`src/ttrs_pkg.sv`:
```
// ttrs_pkg: shared types, constants and helpers of the time table relay scheduler
// no dependencies; used by every module under src
package ttrs_pkg;

  localparam int TABLE_DEPTH = 8;
  localparam int IDX_W       = $clog2(TABLE_DEPTH);
  localparam int COUNT_W     = 4;
  localparam int SEC_W       = 17;

  localparam int SECS_PER_HOUR = 3600;
  localparam int SECS_PER_MIN  = 60;

  localparam int YEAR_MIN   = 20;
  localparam int YEAR_MAX   = 30;
  localparam int MONTH_MIN  = 1;
  localparam int MONTH_MAX  = 12;
  localparam int DAY_MIN    = 1;
  localparam int DAY_MAX    = 31;
  localparam int HOUR_MAX   = 23;
  localparam int MINSEC_MAX = 59;
  localparam int COUNT_MIN  = 2;

  localparam logic CMD_LOAD = 1'b0;
  localparam logic CMD_TICK = 1'b1;

  typedef enum logic [1:0] {
    STATUS_OK        = 2'd0,
    STATUS_BAD_TIME  = 2'd1,
    STATUS_BAD_COUNT = 2'd2
  } status_t;

  typedef enum logic [2:0] {
    ST_IDLE,
    ST_LOAD,
    ST_CHECK,
    ST_GET_FIRST,
    ST_GET_LAST,
    ST_GET_TI,
    ST_STEP
  } state_t;

  typedef struct packed {
    logic       command;
    logic [2:0] entry_index;
    logic [4:0] hour;
    logic [5:0] minute;
    logic [5:0] second;
    logic       relay_state_in;
    logic [6:0] year;
    logic [3:0] month;
    logic [4:0] day;
  } in_item_t;

  typedef struct packed {
    logic [1:0] status;
    logic       fired;
    logic [2:0] fired_entry;
    logic       relay_on;
  } out_item_t;

  typedef struct packed {
    logic             relay;
    logic [SEC_W-1:0] secs;
  } entry_t;

  typedef struct packed {
    logic lt;
    logic gt;
  } cmp_t;

  function automatic logic [SEC_W-1:0] to_seconds(logic [4:0] h, logic [5:0] m,
                                                  logic [5:0] s);
    logic [SEC_W-1:0] t;
    t = SEC_W'(h) * SEC_W'(SECS_PER_HOUR) + SEC_W'(m) * SEC_W'(SECS_PER_MIN) + SEC_W'(s);
    return t;
  endfunction

endpackage

```
`src/ttrs_entry_ram.sv`:
```
// ttrs_entry_ram: schedule entry store, one write port, one registered read port
// depends on ttrs_pkg
module ttrs_entry_ram (
  input  logic                       clk,
  input  logic                       we,
  input  logic [ttrs_pkg::IDX_W-1:0] waddr,
  input  ttrs_pkg::entry_t           wdata,
  input  logic [ttrs_pkg::IDX_W-1:0] raddr,
  output ttrs_pkg::entry_t           rdata
);

  ttrs_pkg::entry_t mem [ttrs_pkg::TABLE_DEPTH];
  ttrs_pkg::entry_t rdata_r;

  always_ff @(posedge clk) begin
    if (we) begin
      mem[waddr] <= wdata;
    end
  end

  always_ff @(posedge clk) begin
    rdata_r <= mem[raddr];
  end

  assign rdata = rdata_r;

endmodule

```
`src/ttrs_cmp.sv`:
```
// ttrs_cmp: shared magnitude compare of the current time against one entry time
// depends on ttrs_pkg
module ttrs_cmp (
  input  logic [ttrs_pkg::SEC_W-1:0] now,
  input  logic [ttrs_pkg::SEC_W-1:0] ref_secs,
  output ttrs_pkg::cmp_t             res
);

  always_comb begin
    res.lt = now < ref_secs;
    res.gt = now > ref_secs;
  end

endmodule

```
`src/time_table_relay_scheduler.sv`:
```
// time_table_relay_scheduler: top level, sequencer walking the schedule table
// depends on ttrs_pkg, ttrs_entry_ram, ttrs_cmp
//
// Usage: drive in_item and raise start; the beat is taken at a clock edge where
// start is high and busy is low. A load beat (command 0) writes one schedule
// entry; a tick beat (command 1) gives the current date and time. Every beat
// yields one result on out_item, shown for exactly one cycle with out_valid.
// The receiver cannot stall; the result must be taken when out_valid is high.
// cfg_we/cfg_wdata write entry_count at any edge with cfg_we high; write it
// only while the block is idle.
// A load beat passes ST_LOAD and a bad tick ST_CHECK; a tick outside the
// table goes on to ST_GET_FIRST and ST_GET_LAST, one inside on to ST_GET_TI
// and ST_STEP, stepping over at most entry_count - 2 entries. The walk reads
// one entry per cycle through the single read port of the entry store and
// tests it on one shared comparator. busy stays high until the result cycle,
// so the next beat may be accepted while the result is showing.
// Reset (rst_n low, synchronous) clears fired marks, walk index, entry_count
// and the control; schedule entries stay undefined until loaded.
module time_table_relay_scheduler (
  input  logic                         clk,
  input  logic                         rst_n,
  input  logic                         start,
  output logic                         busy,
  input  ttrs_pkg::in_item_t           in_item,
  output logic                         out_valid,
  output ttrs_pkg::out_item_t          out_item,
  input  logic                         cfg_we,
  input  logic [ttrs_pkg::COUNT_W-1:0] cfg_wdata
);

  localparam int IDX_W = ttrs_pkg::IDX_W;
  localparam int SEC_W = ttrs_pkg::SEC_W;
  localparam int CNT_W = ttrs_pkg::COUNT_W;

  ttrs_pkg::state_t        state_r, state_nxt;
  ttrs_pkg::in_item_t      item_r, item_nxt;
  logic [SEC_W-1:0]        now_r, now_nxt;
  logic [CNT_W-1:0]        count_r;
  logic [ttrs_pkg::TABLE_DEPTH-1:0] marks_r, marks_nxt;
  logic [IDX_W-1:0]        walk_r, walk_nxt;
  logic [IDX_W-1:0]        idx_r, idx_nxt;
  logic                    below_r, below_nxt;
  logic                    gt_ti_r, gt_ti_nxt;
  logic                    relay_ti_r, relay_ti_nxt;
  logic                    out_valid_r, out_valid_nxt;
  ttrs_pkg::out_item_t     out_r, out_nxt;

  logic                    ram_we;
  ttrs_pkg::entry_t        ram_wdata;
  logic [IDX_W-1:0]        rd_addr;
  ttrs_pkg::entry_t        rd_data;
  ttrs_pkg::cmp_t          cmp;

  logic [IDX_W:0]          last_w;
  logic [IDX_W-1:0]        last;
  logic [IDX_W-1:0]        idx0;
  logic [IDX_W:0]          idx_inc;
  logic                    dt_ok;
  logic                    count_ok;

  ttrs_entry_ram u_ram (
    .clk   (clk),
    .we    (ram_we),
    .waddr (item_r.entry_index[IDX_W-1:0]),
    .wdata (ram_wdata),
    .raddr (rd_addr),
    .rdata (rd_data)
  );

  ttrs_cmp u_cmp (
    .now      (now_r),
    .ref_secs (rd_data.secs),
    .res      (cmp)
  );

  always_comb begin
    last_w   = {1'b0, count_r[IDX_W-1:0]} - (IDX_W+1)'(1);
    last     = last_w[IDX_W-1:0];
    idx0     = (walk_r >= last) ? '0 : walk_r;
    idx_inc  = {1'b0, idx_r} + (IDX_W+1)'(1);
    count_ok = (count_r >= CNT_W'(ttrs_pkg::COUNT_MIN)) &&
               (count_r <= CNT_W'(ttrs_pkg::TABLE_DEPTH));
    dt_ok    = (item_r.year >= 7'(ttrs_pkg::YEAR_MIN)) &&
               (item_r.year <= 7'(ttrs_pkg::YEAR_MAX)) &&
               (item_r.month >= 4'(ttrs_pkg::MONTH_MIN)) &&
               (item_r.month <= 4'(ttrs_pkg::MONTH_MAX)) &&
               (item_r.day >= 5'(ttrs_pkg::DAY_MIN)) &&
               (item_r.day <= 5'(ttrs_pkg::DAY_MAX)) &&
               (item_r.hour <= 5'(ttrs_pkg::HOUR_MAX)) &&
               (item_r.minute <= 6'(ttrs_pkg::MINSEC_MAX)) &&
               (item_r.second <= 6'(ttrs_pkg::MINSEC_MAX));
    ram_wdata.relay = item_r.relay_state_in;
    ram_wdata.secs  = now_r;
  end

  always_comb begin
    state_nxt     = state_r;
    item_nxt      = item_r;
    now_nxt       = now_r;
    marks_nxt     = marks_r;
    walk_nxt      = walk_r;
    idx_nxt       = idx_r;
    below_nxt     = below_r;
    gt_ti_nxt     = gt_ti_r;
    relay_ti_nxt  = relay_ti_r;
    out_valid_nxt = 1'b0;
    out_nxt       = out_r;
    ram_we        = 1'b0;
    rd_addr       = '0;

    unique case (state_r)
      ttrs_pkg::ST_IDLE: begin
        if (start) begin
          item_nxt  = in_item;
          now_nxt   = ttrs_pkg::to_seconds(in_item.hour, in_item.minute, in_item.second);
          state_nxt = (in_item.command == ttrs_pkg::CMD_LOAD) ? ttrs_pkg::ST_LOAD
                                                              : ttrs_pkg::ST_CHECK;
        end
      end
      ttrs_pkg::ST_LOAD: begin
        ram_we        = ({1'b0, item_r.entry_index} < 4'(ttrs_pkg::TABLE_DEPTH));
        out_valid_nxt = 1'b1;
        out_nxt       = '{status: ttrs_pkg::STATUS_OK, default: '0};
        state_nxt     = ttrs_pkg::ST_IDLE;
      end
      ttrs_pkg::ST_CHECK: begin
        if (!dt_ok) begin
          out_valid_nxt = 1'b1;
          out_nxt       = '{status: ttrs_pkg::STATUS_BAD_TIME, default: '0};
          state_nxt     = ttrs_pkg::ST_IDLE;
        end else if (!count_ok) begin
          out_valid_nxt = 1'b1;
          out_nxt       = '{status: ttrs_pkg::STATUS_BAD_COUNT, default: '0};
          state_nxt     = ttrs_pkg::ST_IDLE;
        end else begin
          rd_addr   = '0;
          state_nxt = ttrs_pkg::ST_GET_FIRST;
        end
      end
      ttrs_pkg::ST_GET_FIRST: begin
        below_nxt = cmp.lt;
        rd_addr   = last;
        state_nxt = ttrs_pkg::ST_GET_LAST;
      end
      ttrs_pkg::ST_GET_LAST: begin
        if (below_r || cmp.gt) begin
          out_valid_nxt = 1'b1;
          out_nxt       = '{status: ttrs_pkg::STATUS_OK, default: '0};
          state_nxt     = ttrs_pkg::ST_IDLE;
          if (!marks_r[last]) begin
            marks_nxt            = '0;
            marks_nxt[last]      = 1'b1;
            out_nxt.fired        = 1'b1;
            out_nxt.fired_entry  = 3'(last);
            out_nxt.relay_on     = rd_data.relay;
            walk_nxt             = '0;
          end else begin
            walk_nxt = idx0;
          end
        end else begin
          idx_nxt   = idx0;
          rd_addr   = idx0;
          state_nxt = ttrs_pkg::ST_GET_TI;
        end
      end
      ttrs_pkg::ST_GET_TI: begin
        gt_ti_nxt    = cmp.gt;
        relay_ti_nxt = rd_data.relay;
        rd_addr      = idx_inc[IDX_W-1:0];
        state_nxt    = ttrs_pkg::ST_STEP;
      end
      ttrs_pkg::ST_STEP: begin
        if (gt_ti_r && cmp.lt) begin
          out_valid_nxt = 1'b1;
          out_nxt       = '{status: ttrs_pkg::STATUS_OK, default: '0};
          state_nxt     = ttrs_pkg::ST_IDLE;
          walk_nxt      = idx_r;
          if (!marks_r[idx_r]) begin
            marks_nxt           = '0;
            marks_nxt[idx_r]    = 1'b1;
            out_nxt.fired       = 1'b1;
            out_nxt.fired_entry = 3'(idx_r);
            out_nxt.relay_on    = relay_ti_r;
          end
        end else if (!cmp.lt) begin
          if (idx_inc >= {1'b0, last}) begin
            walk_nxt      = '0;
            out_valid_nxt = 1'b1;
            out_nxt       = '{status: ttrs_pkg::STATUS_OK, default: '0};
            state_nxt     = ttrs_pkg::ST_IDLE;
          end else begin
            idx_nxt      = idx_inc[IDX_W-1:0];
            gt_ti_nxt    = cmp.gt;
            relay_ti_nxt = rd_data.relay;
            rd_addr      = idx_r + IDX_W'(2);
          end
        end else begin
          walk_nxt      = idx_r;
          out_valid_nxt = 1'b1;
          out_nxt       = '{status: ttrs_pkg::STATUS_OK, default: '0};
          state_nxt     = ttrs_pkg::ST_IDLE;
        end
      end
      default: begin
        state_nxt = ttrs_pkg::ST_IDLE;
      end
    endcase
  end

  always_ff @(posedge clk) begin
    if (!rst_n) begin
      state_r     <= ttrs_pkg::ST_IDLE;
      marks_r     <= '0;
      walk_r      <= '0;
      count_r     <= '0;
      out_valid_r <= 1'b0;
    end else begin
      state_r     <= state_nxt;
      marks_r     <= marks_nxt;
      walk_r      <= walk_nxt;
      out_valid_r <= out_valid_nxt;
      if (cfg_we) begin
        count_r <= cfg_wdata;
      end
    end
  end

  always_ff @(posedge clk) begin
    item_r     <= item_nxt;
    now_r      <= now_nxt;
    idx_r      <= idx_nxt;
    below_r    <= below_nxt;
    gt_ti_r    <= gt_ti_nxt;
    relay_ti_r <= relay_ti_nxt;
    out_r      <= out_nxt;
  end

  assign busy      = (state_r != ttrs_pkg::ST_IDLE);
  assign out_valid = out_valid_r;
  assign out_item  = out_r;

  a_marks_onehot0: assert property (@(posedge clk) disable iff (!rst_n)
    $onehot0(marks_r))
    else $error("more than one fired mark set");

  a_result_after_work: assert property (@(posedge clk) disable iff (!rst_n)
    out_valid_r |-> $past(state_r != ttrs_pkg::ST_IDLE))
    else $error("result without a beat in flight");

  a_fired_marked: assert property (@(posedge clk) disable iff (!rst_n)
    out_valid_r && out_r.fired |-> marks_r[out_r.fired_entry[IDX_W-1:0]])
    else $error("fired entry not marked");

  a_fired_ok: assert property (@(posedge clk) disable iff (!rst_n)
    out_valid_r && out_r.fired |-> out_r.status == ttrs_pkg::STATUS_OK)
    else $error("fired with error status");

  a_accept_busy: assert property (@(posedge clk) disable iff (!rst_n)
    start && !busy |=> busy)
    else $error("accepted beat did not raise busy");

endmodule

```
`config.mk`:
```
export PLATFORM = sky130hd
export DESIGN_NAME = time_table_relay_scheduler
export DESIGN_NICKNAME = d
export VERILOG_FILES = /design/src/ttrs_pkg.sv /design/src/ttrs_entry_ram.sv /design/src/ttrs_cmp.sv /design/src/time_table_relay_scheduler.sv
export SDC_FILE = /design/constraint.sdc
export NUM_CORES = 1
export LEC_CHECK = 0
export BUFFER_PORTS_ARGS = -buffer_cell sky130_fd_sc_hd__clkbuf_2
export CORE_UTILIZATION = 40
export DETAILED_ROUTE_END_ITERATION = 10
export PLACE_DENSITY = 0.57
export SLEW_MARGIN = 10
export SYNTH_ARGS = -nofsm -noshare
export SYNTH_HDL_FRONTEND = slang
export SYNTH_HIERARCHICAL = 1
export SYNTH_SLANG_ARGS = --single-unit
```
`constraint.sdc`:
```
create_clock -name clk -period 10.44 [get_ports clk]
set_input_delay 0 -clock clk [delete_from_list [all_inputs] [get_ports clk]]
set_output_delay 0 -clock clk [all_outputs]
set_load 0.05 [all_outputs]
```
==> results of run 1 <==
==> where the power goes <==
part | leakage, nW | switching (mW) | internal (mW) | total (mW)
clock network | 0.395 | 0.343 | 0.510 | 0.853
registers | 2.18 | 0.0633 | 1.17 | 1.23
logic | 2.52 | 0.256 | 0.201 | 0.457
==> sequential cells by signal, summed over array words and instances, names as in the netlist, 3 cells and up <==
signal       count
out_item         7
now_r           15
marks_r          8
walk_r           3
count_r          4
u_ram/rdata     18
state_r          3
u_ram/mem      144
item_r          32
idx_r            3
==> Yosys cell counts (6+ instances only) <==
| library cell | instances |
|---|---|
| dfxtp_1 | 37 |
| fa_1 | 15 |
| a21o_1 | 10 |
| xnor2_1 | 20 |
| nor3_1 | 10 |
| clkbuf_1 | 12 |
| inv_1 | 66 |
| nor2_1 | 28 |
| a21oi_1 | 21 |
| nor2b_1 | 11 |
| nand2b_1 | 12 |
| nand4_1 | 7 |
| ha_1 | 79 |
| mux2_2 | 20 |
| buf_6 | 6 |
| o211ai_1 | 8 |
| o21ai_0 | 20 |
| mux2i_1 | 6 |
| mux4_1 | 36 |
| nand2_1 | 44 |
| o22ai_1 | 10 |
| edfxtp_1 | 204 |
| nand3_1 | 18 |
==> critical path, stage by stage, from the launching register on <==
cell and delay, ns:
edfxtp_1 0.50, ha_1 0.35, a21o_1 0.16, a221o_1 0.32
a221oi_2 0.32, o22ai_1 0.19, nor2_1 0.30, nor4b_1 0.51
nand2_1 0.14, nand2_2 0.85, mux4_1 0.68, mux2_2 0.27
==> per-stage QoR <==
stage	utilization, %	total power, mW	instance area [um2]	instances	setup slack, ns
after floorplan	-	1.57	11500	771	5.95
after global placement	43.7	1.70	12200	1190	5.79
after detailed placement	43.7	1.70	12200	1190	5.61
after CTS	48.1	2.57	13500	1280	5.59
after global routing	48.1	2.68	13500	1280	5.21
final	48.1	2.54	13500	1280	5.68
==> what timing repair did <==
item | CTS | global route
hold endpoints to repair | 42 | 0
hold buffers | 44 | 0
setup endpoints to repair | 0 | 0
buffers inserted | 0 | 0
==> worst max-delay path by stage <==
stage                            start                 endpoint  slack (ns)  depth (start not counted)
2_1_floorplan  state_r[1]$_SDFFE_PN0P_      item_r[0]$_DFFE_PP_        5.95                          3
3_3_place_gp       now_r[12]$_DFFE_PP_   u_ram/rdata[5]$_DFF_P_        5.79                         11
3_5_place_dp       now_r[10]$_DFFE_PP_  u_ram/rdata[14]$_DFF_P_        5.61                         11
4_1_cts            now_r[10]$_DFFE_PP_  u_ram/rdata[17]$_DFF_P_        5.59                         11
5_1_grt            now_r[16]$_DFFE_PP_  u_ram/rdata[12]$_DFF_P_        5.21                         11
6_report           now_r[10]$_DFFE_PP_  u_ram/rdata[17]$_DFF_P_        5.68                         11
==> kinds of logic after synthesis <==
kind of cell	share of synthesized area, %
flops	59.7
simple gates	6.56
compound gates	5.90
fa+ha+maj	11.2
buf+inv	3.37
mux	11.5
xor+xnor	1.83
==> metal layers <==
layer,vias to the layer above,GRT usage [%]
li1,3163,-
met5,-,0
met4,0,3.96
met2,122,27.5
met1,3154,21.9
met3,28,2.19
==> cell type report <==
cell class	count	area [um2]
multi-input cells	440	4290
inverters	66	248
repair buffers	109	793
well taps	378	473
clock inverters	8	62.6
clock buffers	38	737
fillers	2456	14500
flip-flops and latches	241	6870
==> flow_summary.ini, run 1 <==
[worst_setup_path]
crit_arrival_ns = 5.16
cp-end-kind = flip-flop
cp_max_fo = 36
reg2reg_to = u_ram/rdata[17]$_DFF_P_
worstRegToRegCells = 11
startpoint_type = flip-flop
worst-setup-path-type = flip-flop to flip-flop
r2r_setup_slack_ns = 5.68
r2r_start = now_r[10]$_DFFE_PP_
cp.required_ns = 10.84

[sta]
rsz0062_at_grt = false
final-setup-viol-count = 0
worst_slew_pin_slew_ns = 1.17
max_slew_margin_pct = 21.7
hold_viol = 0
slew_viol_final = 0
min_period_ns = 4.76
clock_skew_ns = 0.0154
hold_ws_ns = 0.0292
finalSetupTns_ns = 0
timing.final.crit_share_pct = 45.6
clock.fmax_mhz = 210

[logic_synthesis]
synth_edf_count = 204
yosys.area.top_type_share_pct = 53.2
ys_warn_count = 6
yosysUniqueCellTypes = 55
synth_area_um2 = 11500
yosys.area.top_type = edfxtp_1
seq_area_frac_synth_pct = 59.7
synth_cells = 771
avgSynthCellArea_um2 = 14.9
ys_async_sr_fraction_pct = 0
syn_nets = 911
synthTopCellsByArea = edfxtp_1 53%, ha_1 8.6%, mux4_1 8.2%, dfxtp_1 6.4%, fa_1 2.6%
ys_ff_latch = 241
ys.flop_type = edfxtp_1

[drt]
dr_total_vias = 6467
drc = 0
wl_um = 22700
via_per_inst = 5.05
dr_wl_met3_um = 796
m1WireLength_um = 10400
wl_met2_um = 11000
wire_per_inst_um = 17.7
drt_iter0_drc = 443
top_layer_used = met4
dr.pass1.iters = 4
ant_nets = 0

[worst_hold_path]
hold_path_depth = 3
holdCritPathClass = input pin to flip-flop
hold_path_end = marks_r[1]$_SDFFE_PN0P_
worstHoldStart = rst_n

[final_layout]
layout_common_cells = 204 x edfxtp_1, 79 x ha_1, 66 x inv_1
drive_gt1_share_pct = 15.5
layout_commonest_cell = edfxtp_1
syn2layout_area_growth_pct = 17.0
final_net_count = 1024
diodes = 0

[die]
fp.dieH_um = 172
die_w_um = 172
rows = 61
ios = 55
start_util_pct = 41.1
dieArea_um2 = 29500
core_area_um2 = 28000

[pwr]
powerDensity_nw_per_um2 = 189
ir_drop_v = 0.000110
p_leak_nw = 5.10

[global_route]
grt_first_pass_wirelength_um = 36100
grt_pass1_vias = 6664
antenna_found_initial = 0
gr-total-overflow = 0
grt_max_degree = 41
grt_usage_pct = 16.2

[flow_run]
drv_cap = 0

[clock_tree]
clk_latency_ns = 0.52
post_cts_resized = 0
clock_sinks = 241
numCtsBuffers = 26
htree_levels = 1
tritoncts = built
clk_pin_slew_ns = 0.06
cts_root_buf = clkbuf_16
clk_path_buf_depth = 3

[place]
place.gp.congestion = 0.823
port_buffers = 54
dp.final_hpwl_um = 14500

[run_status]
status = finished, final reports clean
No activity file was read; power rests on OpenSTA's default activity.
==> run 2, diff against run 1 <==
--- a/config.mk
+++ b/config.mk
@@ -8,7 +8,7 @@
 export BUFFER_PORTS_ARGS = -buffer_cell sky130_fd_sc_hd__clkbuf_2
 export CORE_UTILIZATION = 40
 export DETAILED_ROUTE_END_ITERATION = 10
-export PLACE_DENSITY = 0.57
+export PLACE_DENSITY = 0.59
 export SLEW_MARGIN = 10
 export SYNTH_ARGS = -nofsm -noshare
 export SYNTH_HDL_FRONTEND = slang
==> constraint.sdc (replaced) <==
create_clock -name clk -period 4.2 [get_ports clk]
set_input_delay 0 -clock clk [delete_from_list [all_inputs] [get_ports clk]]
set_output_delay 0 -clock clk [all_outputs]
set_load 0.05 [all_outputs]
==> flow_summary.ini, run 2 (same netlist as run 1, synthesis figures left out) <==
[die]
core_area_um2 = 28000
rows = 61
fp.dieH_um = 172
dieArea_um2 = 29500
die_w_um = 172
ios = 55
start_util_pct = 41.1

[drt]
dr.pass1.iters = 5
ant_nets = 0
via_per_inst = 5.03
dr_total_vias = 6569
wl_met2_um = 10800
top_layer_used = met4
wire_per_inst_um = 17.5
m1WireLength_um = 11000
wl_um = 22800
drt_iter0_drc = 476
drc = 0
dr_wl_met3_um = 700

[worst_setup_path]
cp-end-kind = flip-flop
crit_arrival_ns = 4.21
startpoint_type = input pin
cp_max_fo = 4
cp.required_ns = 4.47
worst-setup-path-type = input pin to flip-flop

[final_layout]
post-route-util_pct = 49.9
design_area_um2 = 14000
diodes = 0
layout_commonest_cell = edfxtp_1
drive_gt1_share_pct = 19.6
n_fill_cell = 2366
syn2layout_area_growth_pct = 21.4
regMostFlops = u_ram/mem
largest_reg_flops = 144
final_net_count = 1047
layout_common_cells = 204 x edfxtp_1, 78 x ha_1, 64 x inv_1

[sta]
clock_skew_ns = 0.0150
min_period_ns = 3.94
clock.fmax_mhz = 254
worst_slew_pin_slew_ns = 1.08
max_slew_margin_pct = 27.9
timing.final.crit_share_pct = 93.8
hold_viol = 0
hold_ws_ns = 0.0332
final-setup-viol-count = 0
slew_viol_final = 0
setup_ws_ns = 0.261

[clock_tree]
clk_path_buf_depth = 3
clk_latency_ns = 0.52
clock_sinks = 241
cts_root_buf = clkbuf_16
htree_levels = 1
tritoncts = built
clk_pin_slew_ns = 0.06
numCtsBuffers = 26

[global_route]
grt_pass1_vias = 6562
grt_first_pass_wirelength_um = 35800
antenna_found_initial = 0
gr-total-overflow = 0
grt_usage_pct = 15.9
grt_max_degree = 32

[place]
preCtsSetupSlack_ns = 0.124
place.gp.congestion = 0.817
dpl-instance-area_um2 = 12500
port_buffers = 54
dp.final_hpwl_um = 14600

[run_status]
status = finished, final reports clean

[pwr]
internal_power_mw = 5.15
p_switching_mw = 1.74
powerDensity_nw_per_um2 = 493
sw_frac_of_total_pct = 25.2
clkPwrFrac_pct = 37.9
combPwrFrac_pct = 18.1
finalPower_mw = 6.89
p_leak_nw = 5.33
ir_drop_v = 0.000380
seq_power_share_pct = 44.1

[flow_run]
drv_cap = 0

[worst_hold_path]
holdCritPathClass = input pin to flip-flop
run 2: changes by cell type in the layout (fill, tap and decap cells not counted), sizes merged:
| cell | delta |
|---|---|
| bufinv | +6 |
| clkbuf | -5 |
| inv | +1 |
| buf | +24 |
| clkinv | -1 |
run 2: worst max-delay path, cell delays in order:
cell,delay (ns)
dlygate4sd3_1,0.53
buf_2,0.16
inv_2,0.07
fa_1,0.50
fa_1,0.51
inv_1,0.04
ha_1,0.33
nor2b_1,0.15
o21ai_2,0.14
a21oi_2,0.08
o21a_1,0.17
nor2_1,0.12
xnor2_1,0.13
ha_1,0.28
ha_4,0.29
o21a_1,0.14
o21a_1,0.12
o21ai_1,0.06
a21oi_2,0.15
nand3_1,0.11
xnor2_1,0.14
run 2: path summary, 6_finish.rpt:
check	start	end	slack, ns	cells past startpoint
setup / recovery	in_item[25]	now_r[16]$_DFFE_PP_	0.26	21
hold / removal	rst_n	marks_r[4]$_SDFFE_PN0P_	0.03	3
setup reg to reg	now_r[16]$_DFFE_PP_	u_ram/rdata[13]$_DFF_P_	0.36	12
hold reg to reg	u_ram/rdata[17]$_DFF_P_	relay_ti_r$_DFFE_PP_	0.46	0
run 2: area by class of cell:
class	count	area, um2	share of cell area (%)
Sequential cell	241	6870	49.1
Multi-Input combinational cell	440	4340	31.0
Timing Repair Buffer	132	1040	7.45
Clock buffer	34	752	5.38
Tap cell	378	473	3.38
Clock inverter	14	258	1.84
Inverter	66	248	1.77
run 2: power by group through the flow:
stage               clock, mW  combinational [mW]  sequential, mW
finish                   2.61                1.24            3.04
global route             2.75                1.41            3.06
CTS                      2.65                1.21            3.04
detailed placement          0                1.16            3.09
global placement            0                1.15            3.09
floorplan                   0               0.828            3.07
run 2: repair_timing:
action,in CTS,in global routing
setup endpoints to repair,0,8
hold endpoints to repair,40,0
hold buffers,44,0
resized for setup,0,15
buffers inserted,0,1
run 2: through the flow:
| stage | std cells | setup TNS [ns] |
|---|---|---|
| 6_report | 1305 | 0 |
| 5_1_grt | 1305 | -0.0587 |
| 4_1_cts | 1304 | 0 |
| 3_5_place_dp | 1212 | 0 |
| 3_3_place_gp | 1212 | 0 |
| 2_1_floorplan | 771 | 0 |
run 2: routing by layer:
layer,track usage (%),vias to the layer above
met5,0,-
met4,4.27,0
met3,1.75,22
li1,-,3211
met2,26.0,117
met1,22.6,3219
